## config.mk

```make
export PLATFORM = sky130hd
export DESIGN_NAME = wav_stream_decoder
export DESIGN_NICKNAME = d
export VERILOG_FILES = /design/src/rtl/wsd_pkg.sv /design/src/rtl/wsd_parser.sv /design/src/rtl/wsd_fifo.sv /design/src/rtl/wsd_sample_unit.sv /design/src/rtl/wav_stream_decoder.sv
export SDC_FILE = /design/constraint.sdc
export NUM_CORES = 1
export LEC_CHECK = 0
export BUFFER_PORTS_ARGS = -buffer_cell sky130_fd_sc_hd__buf_2
export CORE_UTILIZATION = 40
export DETAILED_ROUTE_END_ITERATION = 8
export PLACE_DENSITY = 0.62
export RECOVER_POWER = 50
export SYNTH_ARGS = -nofsm -noshare
export SYNTH_HDL_FRONTEND = slang
export SYNTH_HIERARCHICAL = 1
export SYNTH_SLANG_ARGS = --single-unit
```

## constraint.sdc

```tcl
create_clock -name clk -period 8.7 [get_ports clk]
set_input_delay 1.74 -clock clk [delete_from_list [all_inputs] [get_ports clk]]
set_output_delay 1.74 -clock clk [all_outputs]
set_load 0.05 [all_outputs]
```

## src/rtl/wsd_pkg.sv

```systemverilog
// Package for the WAV stream decoder: phase codes, result kinds, encodings,
// error codes and the G.711 expansion functions. No dependencies.
package wsd_pkg;

    localparam int MaxFormatBytes = 20;

    localparam logic [31:0] TAG_RIFF = 32'h52494646;
    localparam logic [31:0] TAG_WAVE = 32'h57415645;
    localparam logic [31:0] TAG_FMT  = 32'h666D7420;
    localparam logic [31:0] TAG_DATA = 32'h64617461;

    localparam logic [15:0] FMT_PCM  = 16'h0001;
    localparam logic [15:0] FMT_ALAW = 16'h0006;
    localparam logic [15:0] FMT_ULAW = 16'h0007;

    typedef enum logic [2:0] {
        PH_HEAD, PH_FMT_HDR, PH_FMT_SKIP, PH_FMT_BODY,
        PH_DATA_HDR, PH_DATA_SKIP, PH_DATA, PH_IDLE
    } phase_t;

    typedef enum logic [1:0] {
        KIND_SAMPLE = 2'd0, KIND_ACCEPT = 2'd1, KIND_REJECT = 2'd2
    } kind_t;

    typedef enum logic [1:0] {
        ENC_PCM16 = 2'd0, ENC_PCM8 = 2'd1, ENC_ULAW = 2'd2, ENC_ALAW = 2'd3
    } enc_t;

    localparam logic [2:0] ERR_NOT_WAVE = 3'd0;
    localparam logic [2:0] ERR_NO_FMT   = 3'd1;
    localparam logic [2:0] ERR_FMT_SIZE = 3'd2;
    localparam logic [2:0] ERR_UNSUPP   = 3'd3;
    localparam logic [2:0] ERR_NO_DATA  = 3'd4;

    // Classified item passed from the parser to the sample unit.
    typedef struct packed {
        kind_t       kind;
        logic        pcm_byte;     // sample unit builds the value from code_byte
        enc_t        enc;
        logic [7:0]  code_byte;
        logic [15:0] value;        // ready-made PCM16 sample
        logic        last;
        logic [15:0] channels;
        logic [31:0] rate;
        logic [2:0]  err;
    } item_t;

    function automatic logic [15:0] ulaw_expand(input logic [7:0] b);
        logic [7:0]  u;
        logic [15:0] t;
        begin
            u = ~b;
            t = ({12'd0, u[3:0]} << 3) + 16'h0084;
            t = t << u[6:4];
            ulaw_expand = u[7] ? (16'h0084 - t) : (t - 16'h0084);
        end
    endfunction

    function automatic logic [15:0] alaw_expand(input logic [7:0] b);
        logic [7:0]  a;
        logic [15:0] t;
        begin
            a = b ^ 8'h55;
            t = {8'd0, a[3:0], 4'd0};
            if (a[6:4] == 3'd0)
                t = t + 16'd8;
            else if (a[6:4] == 3'd1)
                t = t + 16'h0108;
            else
                t = (t + 16'h0108) << (a[6:4] - 3'd1);
            alaw_expand = a[7] ? t : (16'd0 - t);
        end
    endfunction

endpackage

```

## src/rtl/wsd_parser.sv

```systemverilog
// Front part of the WAV stream decoder: parses the RIFF header byte by byte
// and classifies each byte into at most one item. Depends on wsd_pkg.
module wsd_parser (
    input  logic           clk,
    input  logic           rst_n,
    input  logic           in_valid,
    input  logic [7:0]     file_byte,
    input  logic           first_of_file,
    input  logic           end_of_file,
    output logic           item_valid,
    output wsd_pkg::item_t item
);
    import wsd_pkg::*;

    phase_t      phase_reg, phase_next;
    logic [4:0]  bif_reg, bif_next;
    logic [31:0] tag_reg, tag_next;
    logic [31:0] clen_reg, clen_next;
    logic [31:0] skip_reg, skip_next;
    logic [15:0] ftag_reg, ftag_next;
    logic [15:0] chan_reg, chan_next;
    logic [31:0] rate_reg, rate_next;
    logic [15:0] bits_reg, bits_next;
    logic [31:0] dleft_reg, dleft_next;
    logic [8:0]  hold_reg, hold_next;

    always_ff @(posedge clk or negedge rst_n)
    begin
        if (!rst_n)
        begin
            phase_reg <= PH_HEAD;
            bif_reg   <= '0;
            tag_reg   <= '0;
            clen_reg  <= '0;
            skip_reg  <= '0;
            ftag_reg  <= '0;
            chan_reg  <= '0;
            rate_reg  <= '0;
            bits_reg  <= '0;
            dleft_reg <= '0;
            hold_reg  <= '0;
        end
        else if (in_valid)
        begin
            phase_reg <= phase_next;
            bif_reg   <= bif_next;
            tag_reg   <= tag_next;
            clen_reg  <= clen_next;
            skip_reg  <= skip_next;
            ftag_reg  <= ftag_next;
            chan_reg  <= chan_next;
            rate_reg  <= rate_next;
            bits_reg  <= bits_next;
            dleft_reg <= dleft_next;
            hold_reg  <= hold_next;
        end
    end

    always_comb
    begin
        phase_t      ph;
        logic [4:0]  bif;
        logic [31:0] tag, clen, skip, rate, dleft;
        logic [15:0] ftag, chan, bits;
        logic [8:0]  hold;
        logic        got, supp, hit;
        enc_t        enc;
        logic [2:0]  k;

        ph = phase_reg; bif = bif_reg; tag = tag_reg; clen = clen_reg;
        skip = skip_reg; ftag = ftag_reg; chan = chan_reg; rate = rate_reg;
        bits = bits_reg; dleft = dleft_reg; hold = hold_reg;
        if (first_of_file)
        begin
            ph = PH_HEAD; bif = '0; tag = '0; clen = '0; skip = '0; ftag = '0;
            chan = '0; rate = '0; bits = '0; dleft = '0; hold = '0;
        end
        got  = 1'b0;
        item = '0;
        hit  = 1'b0;
        k    = '0;

        if (ftag == FMT_ULAW)      enc = ENC_ULAW;
        else if (ftag == FMT_ALAW) enc = ENC_ALAW;
        else if (bits == 16'd8)    enc = ENC_PCM8;
        else                       enc = ENC_PCM16;

        unique case (ph)
            PH_HEAD:
            begin
                tag = {tag[23:0], file_byte};
                if ((bif == 5'd3 && tag != TAG_RIFF) || (bif == 5'd11 && tag != TAG_WAVE))
                begin
                    got = 1'b1; item.kind = KIND_REJECT; item.err = ERR_NOT_WAVE;
                    ph = PH_IDLE;
                end
                else if (bif == 5'd11)
                begin
                    ph = PH_FMT_HDR; bif = '0;
                end
                else
                    bif = bif + 5'd1;
            end
            PH_FMT_HDR, PH_DATA_HDR:
            begin
                if (bif < 5'd4)
                begin
                    tag = {tag[23:0], file_byte};
                    if (bif == 5'd0) clen = '0;
                end
                else
                begin
                    unique case (bif[1:0])
                        2'd0: clen[7:0]   = clen[7:0]   | file_byte;
                        2'd1: clen[15:8]  = clen[15:8]  | file_byte;
                        2'd2: clen[23:16] = clen[23:16] | file_byte;
                        default: clen[31:24] = clen[31:24] | file_byte;
                    endcase
                end
                if (bif >= 5'd7)
                begin
                    bif = '0;
                    hit = (ph == PH_FMT_HDR) ? (tag == TAG_FMT) : (tag == TAG_DATA);
                    if (!hit)
                    begin
                        // skip the chunk plus its pad byte
                        skip = clen;
                        bif  = {4'd0, clen[0]};
                        if (clen != 0 || clen[0])
                            ph = (ph == PH_FMT_HDR) ? PH_FMT_SKIP : PH_DATA_SKIP;
                    end
                    else if (clen == 0)
                    begin
                        got = 1'b1; item.kind = KIND_REJECT;
                        item.err = (ph == PH_FMT_HDR) ? ERR_NO_FMT : ERR_NO_DATA;
                        ph = PH_IDLE;
                    end
                    else if (ph == PH_FMT_HDR)
                    begin
                        if (clen > 32'(MaxFormatBytes))
                        begin
                            got = 1'b1; item.kind = KIND_REJECT; item.err = ERR_FMT_SIZE;
                            ph = PH_IDLE;
                        end
                        else
                        begin
                            ftag = '0; chan = '0; rate = '0; bits = '0;
                            skip = clen; ph = PH_FMT_BODY;
                        end
                    end
                    else
                    begin
                        dleft = clen; hold = '0; ph = PH_DATA;
                        got = 1'b1; item.kind = KIND_ACCEPT; item.enc = enc;
                        item.channels = chan; item.rate = rate;
                    end
                end
                else
                    bif = bif + 5'd1;
            end
            PH_FMT_SKIP, PH_DATA_SKIP:
            begin
                if (skip != 0) skip = skip - 32'd1;
                else bif = '0;
                if (skip == 0 && bif == 0)
                    ph = (ph == PH_FMT_SKIP) ? PH_FMT_HDR : PH_DATA_HDR;
            end
            PH_FMT_BODY:
            begin
                case (bif)
                    5'd0:  ftag[7:0]   = file_byte;
                    5'd1:  ftag[15:8]  = file_byte;
                    5'd2:  chan[7:0]   = file_byte;
                    5'd3:  chan[15:8]  = file_byte;
                    5'd4:  rate[7:0]   = file_byte;
                    5'd5:  rate[15:8]  = file_byte;
                    5'd6:  rate[23:16] = file_byte;
                    5'd7:  rate[31:24] = file_byte;
                    5'd14: bits[7:0]   = file_byte;
                    5'd15: bits[15:8]  = file_byte;
                    default: ;
                endcase
                bif = bif + 5'd1;
                if (skip != 0) skip = skip - 32'd1;
                if (skip == 0)
                begin
                    supp = (ftag == FMT_ULAW) || (ftag == FMT_ALAW) ||
                           (ftag == FMT_PCM && (bits == 16'd8 || bits == 16'd16));
                    if (!supp)
                    begin
                        got = 1'b1; item.kind = KIND_REJECT; item.err = ERR_UNSUPP;
                        ph = PH_IDLE;
                    end
                    else if (clen[0])
                    begin
                        ph = PH_DATA_SKIP; bif = 5'd1;
                    end
                    else
                    begin
                        ph = PH_DATA_HDR; bif = '0;
                    end
                end
            end
            PH_DATA:
            begin
                if (dleft != 0) dleft = dleft - 32'd1;
                item.kind = KIND_SAMPLE;
                item.enc  = enc;
                item.code_byte = file_byte;
                if (enc == ENC_PCM16)
                begin
                    if (hold[8])
                    begin
                        got = 1'b1;
                        item.value = {file_byte, hold[7:0]};
                        item.last = dleft < 32'd2;
                        hold = '0;
                    end
                    else
                    begin
                        hold = {1'b1, file_byte};
                        if (dleft == 0) ph = PH_IDLE;
                    end
                end
                else
                begin
                    got = 1'b1;
                    item.pcm_byte = 1'b1;
                    item.last = dleft == 0;
                end
                if (got && item.last) ph = PH_IDLE;
            end
            default: ;
        endcase

        if (end_of_file)
        begin
            if (!got)
            begin
                got = 1'b1;
                case (ph)
                    PH_HEAD:                   k = ERR_NOT_WAVE;
                    PH_FMT_HDR, PH_FMT_SKIP:   k = ERR_NO_FMT;
                    PH_FMT_BODY:               k = ERR_FMT_SIZE;
                    PH_DATA_HDR, PH_DATA_SKIP: k = ERR_NO_DATA;
                    default:                   got = 1'b0;
                endcase
                if (got)
                begin
                    item = '0; item.kind = KIND_REJECT; item.err = k;
                end
            end
            ph = PH_IDLE;
        end

        item_valid = in_valid && got;
        phase_next = ph; bif_next = bif; tag_next = tag; clen_next = clen;
        skip_next = skip; ftag_next = ftag; chan_next = chan; rate_next = rate;
        bits_next = bits; dleft_next = dleft; hold_next = hold;
    end
endmodule

```

## src/rtl/wsd_fifo.sv

```systemverilog
// Short queue between parser and sample unit; two entries with full/empty.
// Depends on wsd_pkg.
module wsd_fifo (
    input  logic           clk,
    input  logic           rst_n,
    input  logic           wr_en,
    input  wsd_pkg::item_t wr_item,
    output logic           full,
    input  logic           rd_en,
    output logic           empty,
    output wsd_pkg::item_t rd_item
);
    import wsd_pkg::*;

    item_t      mem_reg [2];
    logic       wp_reg, rp_reg;
    logic [1:0] cnt_reg;

    always_ff @(posedge clk)
    begin
        if (wr_en) mem_reg[wp_reg] <= wr_item;
    end

    always_ff @(posedge clk or negedge rst_n)
    begin
        if (!rst_n)
        begin
            wp_reg <= 1'b0; rp_reg <= 1'b0; cnt_reg <= '0;
        end
        else
        begin
            if (wr_en) wp_reg <= ~wp_reg;
            if (rd_en) rp_reg <= ~rp_reg;
            cnt_reg <= cnt_reg + {1'b0, wr_en} - {1'b0, rd_en};
        end
    end

    assign full    = cnt_reg == 2'd2;
    assign empty   = cnt_reg == 2'd0;
    assign rd_item = mem_reg[rp_reg];
endmodule

```

## src/rtl/wsd_sample_unit.sv

```systemverilog
// Back part: expands queued items into result fields and holds them in an
// output register stage. Depends on wsd_pkg.
module wsd_sample_unit (
    input  logic           clk,
    input  logic           rst_n,
    input  logic           q_empty,
    input  wsd_pkg::item_t q_item,
    output logic           q_pop,
    output logic           empty,
    input  logic           pop,
    output logic [1:0]     result_kind,
    output logic [15:0]    sample_value,
    output logic           last_sample,
    output logic [1:0]     encoding,
    output logic [15:0]    channel_count,
    output logic [31:0]    rate_hz,
    output logic [2:0]     error_code
);
    import wsd_pkg::*;

    logic        full_reg;
    logic [1:0]  kind_reg;
    logic [15:0] val_reg;
    logic        last_reg;
    logic [1:0]  enc_reg;
    logic [15:0] chan_reg;
    logic [31:0] rate_reg;
    logic [2:0]  err_reg;
    logic [15:0] val;

    assign q_pop = !q_empty && (!full_reg || pop);

    always_comb
    begin
        val = q_item.value;
        if (q_item.pcm_byte)
        begin
            unique case (q_item.enc)
                ENC_ULAW: val = ulaw_expand(q_item.code_byte);
                ENC_ALAW: val = alaw_expand(q_item.code_byte);
                default:  val = {q_item.code_byte, 8'd0} - 16'd32767;
            endcase
        end
    end

    always_ff @(posedge clk or negedge rst_n)
    begin
        if (!rst_n)
            full_reg <= 1'b0;
        else if (q_pop)
            full_reg <= 1'b1;
        else if (pop)
            full_reg <= 1'b0;
    end

    always_ff @(posedge clk)
    begin
        if (q_pop)
        begin
            kind_reg <= q_item.kind;
            val_reg  <= val;
            last_reg <= q_item.last;
            enc_reg  <= q_item.kind == KIND_ACCEPT ? q_item.enc : ENC_PCM16;
            chan_reg <= q_item.channels;
            rate_reg <= q_item.rate;
            err_reg  <= q_item.err;
        end
    end

    assign empty         = !full_reg;
    assign result_kind   = kind_reg;
    assign sample_value  = val_reg;
    assign last_sample   = last_reg;
    assign encoding      = enc_reg;
    assign channel_count = chan_reg;
    assign rate_hz       = rate_reg;
    assign error_code    = err_reg;
endmodule

```

## src/rtl/wav_stream_decoder.sv

```systemverilog
// Top level of the WAV stream decoder. Uses wsd_pkg, wsd_parser, wsd_fifo
// and wsd_sample_unit.
//
// Feed a WAV file one byte per transfer, marking the first byte with
// first_of_file and the last with end_of_file. The parser accepts one byte
// every cycle while full is low; each byte yields at most one result: a
// header report (kind 1, with encoding, channels and rate), a rejection
// (kind 2, with an error code), or a decoded 16-bit sample (kind 0,
// last_sample on the final one). Results pass through a two-entry queue
// and then an output register; a stalled consumer blocks input only once
// both fill, and full rises when the queue is full. Sustained rate is one
// byte per cycle while the consumer keeps popping.
module wav_stream_decoder (
    input  logic        clk,
    input  logic        rst_n,
    input  logic        push,
    output logic        full,
    input  logic [7:0]  file_byte,
    input  logic        first_of_file,
    input  logic        end_of_file,
    output logic        empty,
    input  logic        pop,
    output logic [1:0]  result_kind,
    output logic signed [15:0] sample_value,
    output logic        last_sample,
    output logic [1:0]  encoding,
    output logic [15:0] channel_count,
    output logic [31:0] rate_hz,
    output logic [2:0]  error_code
);
    import wsd_pkg::*;

    logic  accept, item_valid, q_empty, q_pop;
    item_t item, q_item;
    logic [15:0] sval;

    // Accept a byte only when the queue has room for its result.
    assign accept = push && !full;

    wsd_parser u_parser (
        .clk(clk), .rst_n(rst_n), .in_valid(accept), .file_byte(file_byte),
        .first_of_file(first_of_file), .end_of_file(end_of_file),
        .item_valid(item_valid), .item(item)
    );

    wsd_fifo u_fifo (
        .clk(clk), .rst_n(rst_n), .wr_en(item_valid), .wr_item(item),
        .full(full), .rd_en(q_pop), .empty(q_empty), .rd_item(q_item)
    );

    wsd_sample_unit u_back (
        .clk(clk), .rst_n(rst_n), .q_empty(q_empty), .q_item(q_item),
        .q_pop(q_pop), .empty(empty), .pop(pop), .result_kind(result_kind),
        .sample_value(sval), .last_sample(last_sample), .encoding(encoding),
        .channel_count(channel_count), .rate_hz(rate_hz),
        .error_code(error_code)
    );

    assign sample_value = signed'(sval);
endmodule
```

==> results.md <==
* H-Tree Level Count at 2
* CTS tree: built
* Max stage delay on crit path at 1.42 ns
* Fin. max-slew vios at 408
* Drt wl/cell at 24.1 microns
* Clock root buffer: clkbuf_16
* Most frequent cell after synthesis: nand2_1
* WP data required at 9.02 ns
* Async set or reset register ratio after synthesis at 49.6%
* Synth area leaders: edfxtp_1 (27%), dfrtp_1 (22%), mux2_4 (4.5%)
* Final period util at 84.5%
* FF-to-FF Start: u_fifo/cnt_reg[1]
* Final hold violation count at 0
* Cell family with most CP delay: buffers and inverters
* Final Instance Count excl. Fillers at between 3k and 4k
* Maximum buffer depth of the clock tree at 3
* Fin util at 44.4%
* Min Tclk post-route at 7.35 ns
* Nature of the critical path startpoint: primary input
* Reg-to-reg slack, setup at approximately 2.2 ns
* Pre-antenna DRT Iters at 6
* Area Growth Syn to Fin at 8.77%
* Drt initial violations at around 2.3k
* Congestion Overflow GR at 0
* R2R depth at 7
* Worst Path Buf+Inv at 4
* FF-to-FF End: u_parser/clen_reg[21]
* GP Congestion at roughly 0.96
* Unrepaired setup endpoints after global routing: false
* Placed Instances at approximately 3.4k
* Die Area at just under 70000 sq um
* Post-synth top area cell: edfxtp_1
* CTS-repair resized insts at 0
* Worst Tran Pin Value at 4.15 ns
* Max FO, Critical Path at 36
* Post-synthesis sequential area ratio at 48.3%
* Clock Skew at between 0.07 and 0.08 ns
* Cells after Synth at about 2.6k
* Cell depth of the worst setup path at 15
* Clock-pin slew on the worst setup and hold paths at approximately 0.06 ns
* Cell breakdown of the critical path: buf_4 > clkbuf_1 > a41oi_1 > nor4_4 > buf_4 > a211oi_1 > o41ai_2 > nand4_2 > nor4_2 > o41ai_1 > nor2_1 > o21ai_0 > a21oi_1 > and2_4 > buf_4
* Number of global-route vias before repair at 20.9k
* Max reg flops at between 150 and 200
* Main synth FF type: edfxtp_1
* MaxCap Viol Count at 8
* Setup crit end: u_fifo/mem_reg[1][35]
* Max IR drop VDD at 0.000184 V
* Area share of the largest cell type after synthesis at 26.5%
* EDFF count, synth at 234
* Post-CTS Setup Bufs at 0
* Leak Pwr at between 10 and 15 nW
* CP Capture Type: register
* First-pass GRT wire length at 129 mm
* Fin Setup TNS at 0 ns
* DRC at 0
* Via count at 21.9k
* Final instance area at about 29000 sq um
* Row count at a little over 90
* Failing checks: max-capacitance violations, max-slew violations
* Initial antenna violation count at 2
* Largest net degree at the start of global routing at approximately 120
* Antenna viol nets, final at 0
* Core ar. at approximately 65000 sq um
* Total GRT Usage at 24.5%
* Pwr Density at roughly 360 nW/um^2
* Synth Warn # at 6
* Placed cell areas at 27400 sq um
* Total power at 10.3 mW
* CTS Sinks at roughly 460
* Status: finished with violations
* Post-Route WL at 83.9 mm
* Worst-Skew Late Latency at 0.66 ns
* Hold buffer count at cts at 0
* I/O Pins at approximately 90
* Post-layout nets at between 2k and 3k
* Hpwl dp at 56.8 mm
* CP Class: in -> reg
* Distinct cells, synth at 115
* Avg Cell Area, Syn at 10.2 sq um
* I/O Buffers at 87
* Yosys reg bits at 464
* DIE WIDTH at 259 microns
* CP max-delay cell: clkbuf_1
* Hold Path Class: reg -> reg
* DR vias/cell at 6.28
* Syn Nets at ~2.6k
* Crit path from: first_of_file
* Num CTS Buffers at 51
* Final setup fails at 0
* F_max at 0.136 GHz
* Initial Util at between 40 and 50%
* FILL cells at roughly 6.1k
* Synth cell count leaders: nand2_1 (237), edfxtp_1 (234), dfrtp_1 (230), nor2_1 (201), o21ai_0 (170)
* CP dominant cell by count: buf_4
* Die span in y at ~260 microns
* Max transition margin at -177%
* Worst EP arrival at between 7 and 8 ns
* Cell Area, Synth at about 26000 sq um
* Layout cells sized above 1 at a little under a tenth
layer usage:
metal | up-vias | wire (microns) | global-route usage (%)
met5 | - | 13 | 0
met4 | 2 | 2890 | 7.99
met3 | 205 | 5370 | 3.58
met2 | 966 | 39100 | 39.4
met1 | 10900 | 36600 | 34.0
li1 | 9781 | - | -
report_power, final:
part / total [mW] / internal (mW) / switching (mW)
sequential: 3.36 / 2.88 / 0.482
clock: 2.21 / 1.25 / 0.957
combinational: 4.75 / 1.50 / 3.25
area by class of cell:
type | instances | area, sq um | area share, %
Clock buffer | 64 | 1380 | 4.77
Antenna cell | 1 | 2.50 | 0.00869
Clock inverter | 31 | 343 | 1.19
Inverter | 53 | 199 | 0.691
Multi-Input combinational cell | 1881 | 12400 | 42.9
Sequential cell | 464 | 12800 | 44.4
Timing Repair Buffer | 134 | 682 | 2.37
Tap cell | 855 | 1070 | 3.71
placed cells by master (no fill, tap or decap), types with 61 or more instances in the layout:
cell type    n
a22o_1     125
edfxtp_1   234
nand2_1    237
nor3_1      61
clkbuf_1    93
o21ai_0    170
dfrtp_1    230
and2_1      71
a21oi_1    160
nor2_1     200
worst min-delay path, cell delays in order (launching register included):
cell	delay, ns
dfrtp_1	0.34
nand2_1	0.04
o21ai_0	0.06
metrics by stage:
stage / worst slack [ns] / hold WS, ns
floorplan: 0.121 / 0.442
global placement: 1.49 / 0.457
detailed placement: 1.31 / 0.462
CTS: 1.93 / 0.476
global route: 1.04 / 0.498
finish: 1.35 / 0.471
logic make-up (layout without fill, tap and decap cells):
kind of cell | after synthesis | after routing | share of synthesized area, %
buffers and inverters | 256 | 282 | 4.48
muxes | 126 | 126 | 6.42
DFF | 464 | 464 | 48.3
adders and majority gates | 21 | 21 | 0.983
AOI/OAI and AO/OA | 800 | 800 | 20.9
other | 0 | 1 | 0
xor gates and xnor gates | 36 | 36 | 1.25
and+or+nand+nor | 898 | 898 | 17.7
how the worst min path moves through the flow:
stage                               start                    end  slack (ns)  cells after the start
finish              u_parser/rate_reg[24]  u_parser/rate_reg[24]        0.47                      2
global route         u_parser/hold_reg[7]   u_parser/hold_reg[7]        0.50                      2
CTS                 u_parser/rate_reg[24]  u_parser/rate_reg[24]        0.48                      2
detailed placement  u_parser/rate_reg[24]  u_parser/rate_reg[24]        0.46                      2
global placement     u_parser/chan_reg[3]   u_parser/chan_reg[3]        0.46                      2
floorplan            u_parser/chan_reg[0]   u_parser/chan_reg[0]        0.44                      2
Note: power is estimated with default switching activity, not from simulation.
